### src/sv/dalt_pkg.sv
package dalt_pkg;

  localparam int LightW = 10;
  localparam int DriveW = 16;
  localparam int BiasW  = 10;
  localparam int TickW  = 4;
  localparam int LedW   = 8;
  localparam int CfgIdxW  = 3;
  localparam int CfgDataW = 16;

  localparam logic [DriveW-1:0] CwDriveReset   = 16'd3500;
  localparam logic [DriveW-1:0] PanCcwReset    = 16'd3890;
  localparam logic [DriveW-1:0] TiltCcwReset   = 16'd4000;
  localparam logic [BiasW-1:0]  LeftBiasReset  = 10'd100;
  localparam logic [BiasW-1:0]  TopBiasReset   = 10'd160;
  localparam logic [BiasW-1:0]  DeadBandReset  = 10'd20;
  localparam logic [TickW-1:0]  StopTickReset  = 4'd3;
  localparam logic [TickW-1:0]  SampleTickReset = 4'd5;

  typedef enum logic [CfgIdxW-1:0] {
    REG_CW_DRIVE    = 3'd0,
    REG_PAN_CCW     = 3'd1,
    REG_TILT_CCW    = 3'd2,
    REG_LEFT_BIAS   = 3'd3,
    REG_TOP_BIAS    = 3'd4,
    REG_DEAD_BAND   = 3'd5,
    REG_STOP_TICK   = 3'd6,
    REG_SAMPLE_TICK = 3'd7
  } cfg_index_t;

  typedef struct packed {
    logic [DriveW-1:0] clockwise_drive;
    logic [DriveW-1:0] pan_ccw_drive;
    logic [DriveW-1:0] tilt_ccw_drive;
    logic [BiasW-1:0]  left_bias;
    logic [BiasW-1:0]  top_bias;
    logic [BiasW-1:0]  dead_band;
    logic [TickW-1:0]  stop_tick;
    logic [TickW-1:0]  sample_tick;
  } cfg_t;

  typedef struct packed {
    logic [LightW-1:0] top_left_light;
    logic [LightW-1:0] top_right_light;
    logic [LightW-1:0] bottom_left_light;
    logic [LightW-1:0] bottom_right_light;
  } sample_word_t;

  typedef struct packed {
    logic [DriveW-1:0] tilt_drive;
    logic [DriveW-1:0] pan_drive;
    logic [LedW-1:0]   led_pattern;
    logic              evaluated;
  } result_word_t;

  typedef struct packed {
    logic [TickW-1:0]  tick_count;
    logic [DriveW-1:0] tilt_level;
    logic [DriveW-1:0] pan_level;
    logic [LedW-1:0]   led_level;
  } track_state_t;

endpackage

### src/sv/dalt_sample_if.sv
interface dalt_sample_if;
  import dalt_pkg::*;

  logic         valid;
  logic         ready;
  sample_word_t data;

  modport source (output valid, output data, input ready);
  modport sink   (input valid, input data, output ready);
endinterface

### src/sv/dalt_result_if.sv
interface dalt_result_if;
  import dalt_pkg::*;

  logic         valid;
  logic         ready;
  result_word_t data;

  modport source (output valid, output data, input ready);
  modport sink   (input valid, input data, output ready);
endinterface

### src/sv/dual_axis_light_tracker.sv
// Dual-axis light tracker.
// samples: one word per PWM period tick, four 10-bit light readings.
// result:  one word per tick: held tilt and pan compare values, LED byte of
//          the bottom pair average, and a flag set on evaluating ticks.
// cfg_we/cfg_index/cfg_data: register writes, taken on any edge with cfg_we
//          high; write only while no word is in flight.
// An accepted sample word is held in the input register; the tick/average/
// dead-band logic then feeds the state and result registers, which present
// its result word. One word per cycle is sustained while the receiver is
// ready; input and result registers form a two-deep pipe, so a stalled
// receiver holds the result word steady while one further sample word is
// taken, after which samples.ready drops until the result moves.
// Reset clears the tick count and drive levels, empties the pipe and loads
// the default register values; samples.ready is low during reset.
module dual_axis_light_tracker (
  input  logic                           clk,
  input  logic                           rst,
  dalt_sample_if.sink                    samples,
  dalt_result_if.source                  result,
  input  logic                           cfg_we,
  input  logic [dalt_pkg::CfgIdxW-1:0]   cfg_index,
  input  logic [dalt_pkg::CfgDataW-1:0]  cfg_data
);
  import dalt_pkg::*;

  cfg_t         cfg;
  sample_word_t in_word;
  logic         in_valid;
  track_state_t state;
  track_state_t state_next;
  logic         evaluated_next;
  logic         evaluated;
  logic         out_valid;
  logic         advance;
  cfg_index_t   cfg_sel;

  assign cfg_sel = cfg_index_t'(cfg_index);

  always_ff @(posedge clk) begin
    if (rst) begin
      cfg.clockwise_drive <= CwDriveReset;
      cfg.pan_ccw_drive   <= PanCcwReset;
      cfg.tilt_ccw_drive  <= TiltCcwReset;
      cfg.left_bias       <= LeftBiasReset;
      cfg.top_bias        <= TopBiasReset;
      cfg.dead_band       <= DeadBandReset;
      cfg.stop_tick       <= StopTickReset;
      cfg.sample_tick     <= SampleTickReset;
    end else if (cfg_we) begin
      unique case (cfg_sel)
        REG_CW_DRIVE:    cfg.clockwise_drive <= cfg_data;
        REG_PAN_CCW:     cfg.pan_ccw_drive   <= cfg_data;
        REG_TILT_CCW:    cfg.tilt_ccw_drive  <= cfg_data;
        REG_LEFT_BIAS:   cfg.left_bias       <= cfg_data[BiasW-1:0];
        REG_TOP_BIAS:    cfg.top_bias        <= cfg_data[BiasW-1:0];
        REG_DEAD_BAND:   cfg.dead_band       <= cfg_data[BiasW-1:0];
        REG_STOP_TICK:   cfg.stop_tick       <= cfg_data[TickW-1:0];
        REG_SAMPLE_TICK: cfg.sample_tick     <= cfg_data[TickW-1:0];
      endcase
    end
  end

  // result register free, or emptying this cycle
  assign advance       = !out_valid || result.ready;
  assign samples.ready = !rst && (!in_valid || advance);

  always_ff @(posedge clk) begin
    if (rst) begin
      in_valid <= 1'b0;
    end else if (samples.valid && samples.ready) begin
      in_valid <= 1'b1;
    end else if (advance) begin
      in_valid <= 1'b0;
    end
    if (samples.valid && samples.ready) begin
      in_word <= samples.data;
    end
  end

  dalt_eval u_eval (
    .word       (in_word),
    .cfg        (cfg),
    .state      (state),
    .state_next (state_next),
    .evaluated  (evaluated_next)
  );

  // state doubles as the result payload: it only moves when a word enters
  always_ff @(posedge clk) begin
    if (rst) begin
      state     <= '0;
      evaluated <= 1'b0;
      out_valid <= 1'b0;
    end else if (advance) begin
      out_valid <= in_valid;
      if (in_valid) begin
        state     <= state_next;
        evaluated <= evaluated_next;
      end
    end
  end

  assign result.valid            = out_valid;
  assign result.data.tilt_drive  = state.tilt_level;
  assign result.data.pan_drive   = state.pan_level;
  assign result.data.led_pattern = state.led_level;
  assign result.data.evaluated   = evaluated;

endmodule

### src/sv/dalt_eval.sv
module dalt_eval (
  input  dalt_pkg::sample_word_t word,
  input  dalt_pkg::cfg_t         cfg,
  input  dalt_pkg::track_state_t state,
  output dalt_pkg::track_state_t state_next,
  output logic                   evaluated
);
  import dalt_pkg::*;

  // 0 when within the dead band
  function automatic logic [DriveW-1:0] choose(
    input logic [LightW:0]   a,
    input logic [LightW:0]   b,
    input logic [BiasW-1:0]  band,
    input logic [DriveW-1:0] when_a,
    input logic [DriveW-1:0] when_b
  );
    logic [LightW+1:0] a_ext;
    logic [LightW+1:0] b_ext;
    logic [LightW+1:0] band_ext;
    logic [DriveW-1:0] pick;
    a_ext    = {1'b0, a};
    b_ext    = {1'b0, b};
    band_ext = {2'b00, band};
    if (a_ext > b_ext + band_ext) begin
      pick = when_a;
    end else if (b_ext > a_ext + band_ext) begin
      pick = when_b;
    end else begin
      pick = '0;
    end
    return pick;
  endfunction

  logic [LightW:0]   sum_right, sum_left, sum_top, sum_bottom;
  logic [LightW:0]   avg_right, avg_left, avg_top, avg_bottom;
  logic [TickW-1:0]  tick_inc;
  logic              stop_hit;

  always_comb begin
    sum_right  = {1'b0, word.top_right_light} + {1'b0, word.bottom_right_light};
    sum_left   = {1'b0, word.bottom_left_light} + {1'b0, word.top_left_light};
    sum_top    = {1'b0, word.top_left_light} + {1'b0, word.top_right_light};
    sum_bottom = {1'b0, word.bottom_left_light} + {1'b0, word.bottom_right_light};

    avg_right  = {1'b0, sum_right[LightW:1]};
    avg_left   = {1'b0, sum_left[LightW:1]} + {1'b0, cfg.left_bias};
    avg_top    = {1'b0, sum_top[LightW:1]} + {1'b0, cfg.top_bias};
    avg_bottom = {1'b0, sum_bottom[LightW:1]};

    tick_inc  = state.tick_count + 4'd1;
    stop_hit  = (tick_inc == cfg.stop_tick);
    evaluated = (tick_inc >= cfg.sample_tick);

    state_next = state;
    state_next.tick_count = tick_inc;
    if (stop_hit) begin
      state_next.tilt_level = '0;
      state_next.pan_level  = '0;
    end
    // evaluation overrides a stop on the same tick
    if (evaluated) begin
      state_next.tick_count = '0;
      state_next.led_level  = avg_bottom[LedW-1:0];
      state_next.pan_level  = choose(avg_right, avg_left, cfg.dead_band,
                                     cfg.pan_ccw_drive, cfg.clockwise_drive);
      state_next.tilt_level = choose(avg_top, avg_bottom, cfg.dead_band,
                                     cfg.clockwise_drive, cfg.tilt_ccw_drive);
    end
  end

endmodule

### src/flat_wrapper.sv
// flat-port wrapper written by rule: the top's interface ports become plain ports
module dual_axis_light_tracker_flat import dalt_pkg::*;
  (clk, rst, cfg_we, cfg_index, cfg_data, samples_valid, samples_data, samples_ready, result_valid, result_data, result_ready);
  dalt_sample_if samples_i ();
  dalt_result_if result_i ();
  input  logic clk;
  input  logic rst;
  input  logic cfg_we;
  input  logic [dalt_pkg::CfgIdxW-1:0] cfg_index;
  input  logic [dalt_pkg::CfgDataW-1:0] cfg_data;
  input wire logic [$bits(samples_i.valid)-1:0] samples_valid;
  input wire logic [$bits(samples_i.data)-1:0] samples_data;
  output wire logic [$bits(samples_i.ready)-1:0] samples_ready;
  output wire logic [$bits(result_i.valid)-1:0] result_valid;
  output wire logic [$bits(result_i.data)-1:0] result_data;
  input wire logic [$bits(result_i.ready)-1:0] result_ready;
  assign samples_i.valid = samples_valid;
  assign samples_i.data = samples_data;
  assign samples_ready = samples_i.ready;
  assign result_valid = result_i.valid;
  assign result_data = result_i.data;
  assign result_i.ready = result_ready;
  dual_axis_light_tracker u_core (.clk(clk), .rst(rst), .samples(samples_i), .result(result_i), .cfg_we(cfg_we), .cfg_index(cfg_index), .cfg_data(cfg_data));
endmodule
### config.mk
export PLATFORM = sky130hd
export DESIGN_NAME = dual_axis_light_tracker_flat
export DESIGN_NICKNAME = d
export VERILOG_FILES = /design/src/sv/dalt_pkg.sv /design/src/sv/dalt_sample_if.sv /design/src/sv/dalt_result_if.sv /design/src/sv/dual_axis_light_tracker.sv /design/src/sv/dalt_eval.sv /design/src/flat_wrapper.sv
export SDC_FILE = /design/constraint.sdc
export NUM_CORES = 1
export LEC_CHECK = 0
export ABC_AREA = 1
export ABC_CLOCK_PERIOD_IN_PS = 5100
export BUFFER_PORTS_ARGS = -buffer_cell sky130_fd_sc_hd__clkbuf_2
export CAP_MARGIN = 5
export CORE_MARGIN = 2
export CORE_UTILIZATION = 48
export DETAILED_ROUTE_END_ITERATION = 8
export PLACE_DENSITY_LB_ADDON = 0.25
export SLEW_MARGIN = 20
export SYNTH_ARGS = -nofsm -noshare
export SYNTH_HDL_FRONTEND = slang
export SYNTH_SLANG_ARGS = --single-unit
### constraint.sdc
create_clock -name clk -period 5.1 [get_ports clk]
set_input_delay 1.275 -clock clk [delete_from_list [all_inputs] [get_ports clk]]
set_output_delay 1.275 -clock clk [all_outputs]
set_load 0.01 [all_outputs]
==> results.yml, run 1 <==
synthesis:
  yosys_warnings: 0
  synth-edff-count: 40
  synth-xor-area-share: 0.0613
  synth-async-reset-ratio: 0
  yosys-mux-area-fraction: 0
  synth_top_family_by_area: "simple AND/OR/NAND/NOR gates"
  synth_top_area_frac: 0.214
  seq_area_frac_synth: 0.311
  synth_compound_area_frac: 0.135
  synth_seq_cells: 173
  netlist_instances: 1628
  synthAdderAreaFrac: 0.162
  synth_area_per_cell_um2: 7.64
  synthesis.nets: 1847
  netlist_top_cells_area: "dfxtp_1, ha_1, edfxtp_1"
  synth_top_area_cell: "dfxtp_1"
  synth_cell_types: 47
  yosys.area_share.simple: 0.219
  synthFlopType: "dfxtp_1"
  syn_area_um2: 12400
routing:
  drc_errors: 0
  drt_iter0_drc: 920
  num_vias: 11400
  routedWlPerCell_um: 17.2
  avgViaCountPerCell: 5.44
  ant_nets: 0
  drt_wl_total_um: 36100
  first_pass_iters: 6
setup_path:
  cp_common_cell: "nand2_2"
  crit_required_ps: 5400
  critPathSlowestCell: "edfxtp_1"
  worst_ep_arrival_time_ps: 5250
  critPathMaxFanout: 7
  crit_path_start_kind: "flip-flop"
  path_class: "reg2reg"
  crit_path_max_incr_delay_ps: 420
  crit_path_end_kind: "flip-flop"
pwr:
  clkPwrFrac: 0.227
  p_sw_frac: 0.414
  peakVddDrop_mv: 0.290
  switching_power_uw: 2460
  p_int_uw: 3480
  leakage_uw: 0.00702
  pwr-share-seq: 0.258
  power_frac_comb: 0.515
  powerDensity_nw_per_um2: 401
clock_network:
  path_clk_slew_ps: 80
  cts_root_buffer: "clkbuf_16"
  numCtsBuffers: 17
  postCtsHoldBufs: 0
  clock_latency_ps: 430
  cts.sinks: 173
  h-tree-depth: 4
  cts_tree: "built"
  clock_path_buffers: 2
floorplan:
  rows: 58
  die_area_um2: 27200
  core-area_um2: 25300
  die_y_um: 165
  pin_count: 107
  die_w_um: 165
  initial_core_util: 0.491
final_layout:
  synthToLayoutAreaGrowth_pct: 19.4
  final_common_cell: "nand2_1"
  layout_common_cells: "nand2_1, inv_1, dfxtp_1, a21oi_1, ha_1"
  n_fill_cell: 2252
  finalNetCount: 1974
  antenna_cells: 0
  drive_gt1_frac: 0.230
sta:
  fin_crit_ps: 4950
  finalMaxSlewViolations: 0
  hold_violations: 0
  tightest_slew_ps: 1060
  fmax_mhz: 202
  period_share: 0.971
  setup_viol_count_final: 0
  whs_ps: 463
  max_slew_margin: 0.290
  tns_ps: 0
  clock_skew_ps: 16.5
  rsz0062_at_grt: "yes"
global_route:
  grt_overflow: 0
  grt_pass1_vias: 10300
  grt_antenna_before_repair: 0
  grt_start_max_net_pins: 95
  grt_pass1_wl_um: 54200
  grtUsageTotal: 0.256
job:
  maxCapViolations: 0
place:
  dpl.hpwl_um: 26200
  port_buffers: 106
  place.gp.congestion: 0.932
worst_hold_path:
  worst_hold_path_type: "reg2reg"
outcome:
  status: "completed"
==> stage by stage <==
stage,instances,setup WS (ps),util,total power [uW],cell area [um2]
floorplan,1628,464,-,3370,12400
CTS,2056,17.8,0.545,5380,13800
global placement,2018,-23.9,0.518,3930,13100
detailed placement,2019,-38.8,0.518,3970,13100
finish,2098,149,0.586,5940,14800
global route,2098,-145,0.586,6330,14800
==> layout make-up <==
cell class	count	area, um2	share of cell area
clock buffers	18	450	0.0303
clock inverters	14	148	0.00995
inverters	211	795	0.0535
multi-input cells	1161	7930	0.534
flip-flops and latches	173	3860	0.260
well taps	330	413	0.0278
repair buffers	191	1250	0.0841
==> power groups by stage <==
stage / Clock (uW) / Sequential, uW / Combinational [uW]
3_3_place_gp: 0 / 1560 / 2370
5_1_grt: 1420 / 1540 / 3380
4_1_cts: 1370 / 1530 / 2480
2_1_floorplan: 0 / 1540 / 1830
6_report: 1350 / 1530 / 3060
3_5_place_dp: 0 / 1560 / 2410
==> worst paths after layout <==
kind	from	to	slack (ps)	cells past startpoint
worst max-delay path	u_core.in_word[30]$_DFFE_PP_	u_core.result.data[21]$_SDFFE_PP0P_	150	35
worst min-delay path	u_core.cfg[67]$_SDFFE_PP0P_	u_core.cfg[67]$_SDFFE_PP0P_	460	2
worst max register to register	u_core.in_word[30]$_DFFE_PP_	u_core.result.data[21]$_SDFFE_PP0P_	150	35
worst min register to register	u_core.cfg[67]$_SDFFE_PP0P_	u_core.cfg[67]$_SDFFE_PP0P_	460	2
==> timing repair <==
item | CTS | global route
setup buffers | 5 | 37
resized for setup | 7 | 158
endpoints found under the hold margin | 0 | 0
gates cloned | 0 | 5
setup endpoints to repair | 32 | 32
pin swaps | 4 | 75
==> worst max-delay path: cells and delay by family (launching register included) <==
family          cells  cell delay [ps]
fa+ha+maj           4             1230
flops               1              420
buf+inv             5              420
xor+xnor            3              510
simple gates       18             1590
compound gates      5              610
==> synth_stat cells, types with 34 or more instances <==
cell type    n
a21oi_1    150
buf_4       41
dfxtp_1    133
edfxtp_1    40
ha_1       145
inv_1      206
nand2_1    315
nand3_1     99
nor2_1     132
o21ai_0     85
xnor2_1     34
xor2_1      53
==> metal layers <==
metal	vias up	track usage	wire, um
met4	0	0.0664	972
met2	434	0.392	15800
met3	64	0.0427	2360
li1	5619	-	-
met5	-	0	0
met1	5301	0.374	17000
==> state kept, by name, summed over array words and instances, names as in the netlist <==
| name | count |
|---|---|
| u_core.cfg | 86 |
| u_core.evaluated | 1 |
| u_core.in_valid | 1 |
| u_core.in_word | 40 |
| u_core.result.data | 40 |
| u_core.result.valid | 1 |
| u_core.state | 4 |
==> cell families (layout without fill, tap and decap cells) <==
family,Yosys count,after routing
flip-flops,173,173
XOR/XNOR,87,87
buffers and inverters,296,434
AND/OR/NAND/NOR,618,619
adder cells (fa/ha/maj),155,155
AO/OA/AOI/OAI,299,300
No activity file was read; power rests on OpenSTA's default activity.
==> run 2: changes to the inputs <==
--- a/config.mk
+++ b/config.mk
@@ -6,7 +6,7 @@
 export NUM_CORES = 1
 export LEC_CHECK = 0
 export ABC_AREA = 1
-export ABC_CLOCK_PERIOD_IN_PS = 5100
+export ABC_CLOCK_PERIOD_IN_PS = 4400
 export BUFFER_PORTS_ARGS = -buffer_cell sky130_fd_sc_hd__clkbuf_2
 export CAP_MARGIN = 5
 export CORE_MARGIN = 2
==> constraint.sdc (replaced) <==
create_clock -name clk -period 4.4 [get_ports clk]
set_input_delay 1.1 -clock clk [delete_from_list [all_inputs] [get_ports clk]]
set_output_delay 1.1 -clock clk [all_outputs]
set_load 0.01 [all_outputs]
==> results.yml, run 2 (synthesis gave the netlist of run 1 again) <==
routing:
  drt_iter0_drc: 1017
  ant_nets: 0
  routedWlPerCell_um: 16.8
  num_vias: 12200
  first_pass_iters: 7
  avgViaCountPerCell: 5.36
  drt_wl_total_um: 38100
  drc_errors: 0
sta:
  clock_skew_ps: 17.1
  finalMaxSlewViolations: 0
  setup_viol_count_final: 32
  tightest_slew_ps: 1060
  whs_ps: 462
  period_share: 1.13
  fmax_mhz: 201
  tns_ps: -16590
  rsz0062_at_grt: "yes"
  fin_crit_ps: 4970
  fin_ws_ps: -567
  max_slew_margin: 0.289
  hold_violations: 0
pwr:
  p_int_uw: 4260
  switching_power_uw: 2960
  powerDensity_nw_per_um2: 446
  p_sw_frac: 0.410
  clkPwrFrac: 0.217
  peakVddDrop_mv: 0.304
  leakage_uw: 0.00786
  pwr-share-seq: 0.245
  power_frac_comb: 0.538
setup_path:
  worst_ep_arrival_time_ps: 5280
  crit_required_ps: 4720
  cp_top_family: "simple AND/OR/NAND/NOR gates"
  crit_path_end_kind: "flip-flop"
  reg2regPathDepth: 34
  crit_path_start_kind: "flip-flop"
  crit_path_max_incr_delay_ps: 420
  critPathMaxFanout: 8
  critical_path_buf_inv_count: 6
  crit_start: "u_core.in_word[34]$_DFFE_PP_"
  critPathSlowestCell: "edfxtp_1"
  path_class: "reg2reg"
  rr_startpoint: "u_core.in_word[34]$_DFFE_PP_"
  crit_cells: 34
  cp_common_cell: "nand2_1"
final_layout:
  largest_register_ffs: 86
  top_register: "u_core.cfg"
  layout_common_cells: "nand2_1, buf_4, inv_1, dfxtp_1, a21oi_1"
  finalNetCount: 2142
  final-seq-area_um2: 3860
  drive_gt1_frac: 0.300
  final_cells: 2266
  synthToLayoutAreaGrowth_pct: 30.2
  antenna_cells: 0
  n_fill_cell: 2107
  design_area_um2: 16200
  final_common_cell: "nand2_1"
  multi_input_comb_area_um2: 7920
  fin_util: 0.639
place:
  place.gp.congestion: 0.939
  dpl.hpwl_um: 27600
  port_buffers: 106
  place_area_um2: 14600
  dp.cells: 2201
worst_hold_path:
  min_from: "u_core.result.data[37]$_SDFFE_PP0P_"
  holdPathStages: 2
  worst_hold_path_type: "reg2reg"
floorplan:
  die_y_um: 165
  rows: 58
  core-area_um2: 25300
  pin_count: 107
  die_w_um: 165
  die_area_um2: 27200
  initial_core_util: 0.491
clock_network:
  h-tree-depth: 4
  path_clk_slew_ps: 90
  clock_path_buffers: 2
  cts_tree: "built"
  numCtsBuffers: 17
  clock_latency_ps: 440
  cts_root_buffer: "clkbuf_16"
  cts.sinks: 173
global_route:
  grt_pass1_vias: 11400
  grt_overflow: 0
  grt_antenna_before_repair: 0
  grt_pass1_wl_um: 57600
  grt_start_max_net_pins: 95
  grtUsageTotal: 0.274
outcome:
  status: "complete, but fails checks"
  violations: "negative setup slack"
job:
  maxCapViolations: 0
-- run 2: cell count changes in the layout (fill, tap and decap cells not counted), moves of 3 or more --
cell        previous run  this run
buf_6                  7         3
clkinv_8               0         4
nor2_1               117       122
o21ai_1                6         3
inv_2                 12        18
clkinvlp_4             4         1
buf_12                 3         8
buf_4                 73       241
nor2_2                15        12
ha_4                  17        21
ha_1                 124       121
inv_1                197       192
-- run 2: worst paths after layout --
check	end	slack [ps]
setup / recovery	u_core.result.data[11]$_SDFFE_PP0P_	-570
hold / removal	u_core.result.data[37]$_SDFFE_PP0P_	460
setup reg to reg	u_core.result.data[11]$_SDFFE_PP0P_	-570
hold reg to reg	u_core.result.data[37]$_SDFFE_PP0P_	460
-- run 2: repair_timing --
action / CTS / global route
hold endpoints to repair: 0 / 0
cloned: 1 / 2
buffers inserted: 20 / 11
setup endpoints to repair: 32 / 32
pin swaps: 30 / 70
gates resized for setup: 52 / 85
hold buffers: 0 / 0
-- run 2: per-layer routing --
metal	global-route usage	share of wire	wire (um)	vias to the layer above
li1	-	-	-	5950
met1	0.356	0.43	16200	5623
met4	0.114	0.036	1350	0
met3	0.0442	0.070	2670	91
met5	0	0	0	-
met2	0.454	0.47	17800	493
-- run 2: layout make-up --
class / count / area share
Tap cell: 330 / 0.0255
Clock inverter: 15 / 0.0114
Sequential cell: 173 / 0.239
Timing Repair Buffer: 360 / 0.160
Multi-Input combinational cell: 1160 / 0.489
Clock buffer: 17 / 0.0263
Inverter: 211 / 0.0491
-- run 2: power by group through the flow --
stage	sequential, uW	clock, uW	combinational (uW)
2_1_floorplan	1780	0	2150
3_3_place_gp	1800	0	3290
3_5_place_dp	1800	0	3350
4_1_cts	1770	1590	3620
5_1_grt	1780	1640	4260
6_report	1770	1570	3880
-- run 2: tightest hold or removal path: stages, from the launching register on --
cell	delay, ps
dfxtp_1	310
nand2_1	60
a21oi_1	50
-- run 2: per-stage QoR --
| step | power [uW] | setup slack, ps |
|---|---|---|
| detailed placement | 5150 | -812 |
| global placement | 5090 | -763 |
| finish | 7220 | -567 |
| CTS | 6980 | -568 |
| floorplan | 3930 | -15.0 |
| global route | 7690 | -798 |
==> run 3: changes to the inputs <==
--- a/config.mk
+++ b/config.mk
@@ -12,7 +12,8 @@
 export CORE_MARGIN = 2
 export CORE_UTILIZATION = 48
 export DETAILED_ROUTE_END_ITERATION = 8
-export PLACE_DENSITY_LB_ADDON = 0.25
+export PLACE_DENSITY = 0.77
+export SKIP_CTS_REPAIR_TIMING = 1
 export SLEW_MARGIN = 20
 export SYNTH_ARGS = -nofsm -noshare
 export SYNTH_HDL_FRONTEND = slang
==> results.yml, run 3 (synthesis gave the netlist of run 1 again) <==
outcome:
  status: "complete, but fails checks"
  violations: "design-rule violations, negative setup slack"
clock_network:
  cts_root_buffer: "clkbuf_16"
  cts_tree: "built"
  path_clk_slew_ps: 80
  h-tree-depth: 4
  numCtsBuffers: 17
  cts.sinks: 173
  clock_path_buffers: 2
  clock_latency_ps: 450
setup_path:
  crit_path_end_kind: "flip-flop"
  cp_common_cell: "nand2_1"
  crit_path_start_kind: "flip-flop"
  critPathMaxFanout: 8
  reg2regPathDepth: 31
  critPathSlowestCell: "edfxtp_1"
  crit_path_max_incr_delay_ps: 450
  crit_required_ps: 4770
  rr_startpoint: "u_core.in_word[31]$_DFFE_PP_"
  rr_endpoint: "u_core.result.data[26]$_SDFFE_PP0P_"
  worst_ep_arrival_time_ps: 5600
  path_class: "reg2reg"
  rrSetupSlack_ps: -830
pwr:
  total_power_uw: 7270
  leakage_uw: 0.00778
  peakVddDrop_mv: 0.312
  powerDensity_nw_per_um2: 455
worst_hold_path:
  holdPathStages: 2
  worstHoldEndpoint: "u_core.cfg[60]$_SDFFE_PP0P_"
  worst_hold_path_type: "reg2reg"
  min_from: "u_core.cfg[60]$_SDFFE_PP0P_"
routing:
  drt_iter0_drc: 1462
  first_pass_iters: 9
  ant_nets: 0
  routedWlPerCell_um: 17.2
  num_vias: 12200
  drc_errors: 9
  avgViaCountPerCell: 5.46
  drt_wl_total_um: 38600
sta:
  hold_violations: 0
  fmax_mhz: 191
  clock_skew_ps: 19.6
  period_share: 1.19
  rsz0062_at_grt: "yes"
  max_slew_margin: 0.289
  fin_ws_ps: -828
  setup_viol_count_final: 32
  finalMaxSlewViolations: 0
  tightest_slew_ps: 1060
  fin_crit_ps: 5230
place:
  port_buffers: 106
  preCtsSetupSlack_ps: -653
  dpl.hpwl_um: 27300
  place.gp.congestion: 0.992
  dp.cells: 2192
final_layout:
  final_cells: 2245
  layout_common_cells: "nand2_1, buf_4, inv_1, dfxtp_1, a21oi_1"
  n_fill_cell: 2021
  synthToLayoutAreaGrowth_pct: 28.5
  largest_register_ffs: 86
  fin_util: 0.631
  finalNetCount: 2121
  top_register: "u_core.cfg"
  final_common_cell: "nand2_1"
  drive_gt1_frac: 0.285
  antenna_cells: 0
floorplan:
  initial_core_util: 0.491
  die_y_um: 165
  core-area_um2: 25300
  die_area_um2: 27200
  pin_count: 107
  die_w_um: 165
  rows: 58
global_route:
  grt_overflow: 0
  grt_start_max_net_pins: 95
  grt_pass1_wl_um: 55900
  grt_antenna_before_repair: 0
  grtUsageTotal: 0.263
  grt_pass1_vias: 11400
job:
  maxCapViolations: 0
## run 3: worst max-delay path, delay by kind of cell (launching register included)
family	cells	cell delay, ps
and+or+nand+nor	13	1300
xor gates and xnor gates	3	680
adders and majority gates	4	1140
DFF	1	450
AOI/OAI and AO/OA	6	1030
buffers and inverters	5	560
## run 3: worst max path at each step
| stage | from | end | slack [ps] |
|---|---|---|---|
| after detailed placement | u_core.in_word[31]$_DFFE_PP_ | u_core.result.data[27]$_SDFFE_PP0P_ | -650 |
| after floorplan | u_core.in_word[11]$_DFFE_PP_ | u_core.result.data[14]$_SDFFE_PP0P_ | -20 |
| after global placement | u_core.in_word[31]$_DFFE_PP_ | u_core.result.data[33]$_SDFFE_PP0P_ | -600 |
| final | u_core.in_word[31]$_DFFE_PP_ | u_core.result.data[26]$_SDFFE_PP0P_ | -830 |
| after global routing | u_core.in_word[31]$_DFFE_PP_ | u_core.result.data[26]$_SDFFE_PP0P_ | -1080 |
| after CTS | u_core.in_word[33]$_DFFE_PP_ | u_core.result.data[27]$_SDFFE_PP0P_ | -750 |
## run 3: area by class of cell
class                      instances  area, um2  share of cell area
clock buffer                      17        425              0.0266
multi-input combinational       1160       7870               0.492
tap                              330        413              0.0258
timing repair buffer             339       2400               0.150
clock inverter                    15        211              0.0132
inverter                         211        795              0.0497
sequential                       173       3860               0.242
## run 3: power by group
part	leakage, uW	switching [uW]	total (uW)	internal (uW)
combinational	0.00602	2110	3890	1780
sequential	0.00146	63.5	1770	1710
clock	0.000304	818	1610	790
total	0.00778	2990	7270	4280
## run 3: metrics by stage
stage	hold WS, ps	TNS [ps]	cell area (um2)
2_1_floorplan	429	-149	12500
3_3_place_gp	440	-16050	14600
3_5_place_dp	449	-18140	14600
4_1_cts	462	-21000	15200
5_1_grt	484	-30140	16000
6_report	462	-23420	16000
## run 3: layer usage
layer  vias to the layer above  share of wire  track usage
li1                       5892              -            -
met1                      5713           0.41        0.334
met2                       538           0.47        0.447
met3                       104          0.080       0.0439
met4                         0          0.039       0.0976
met5                         -              0            0
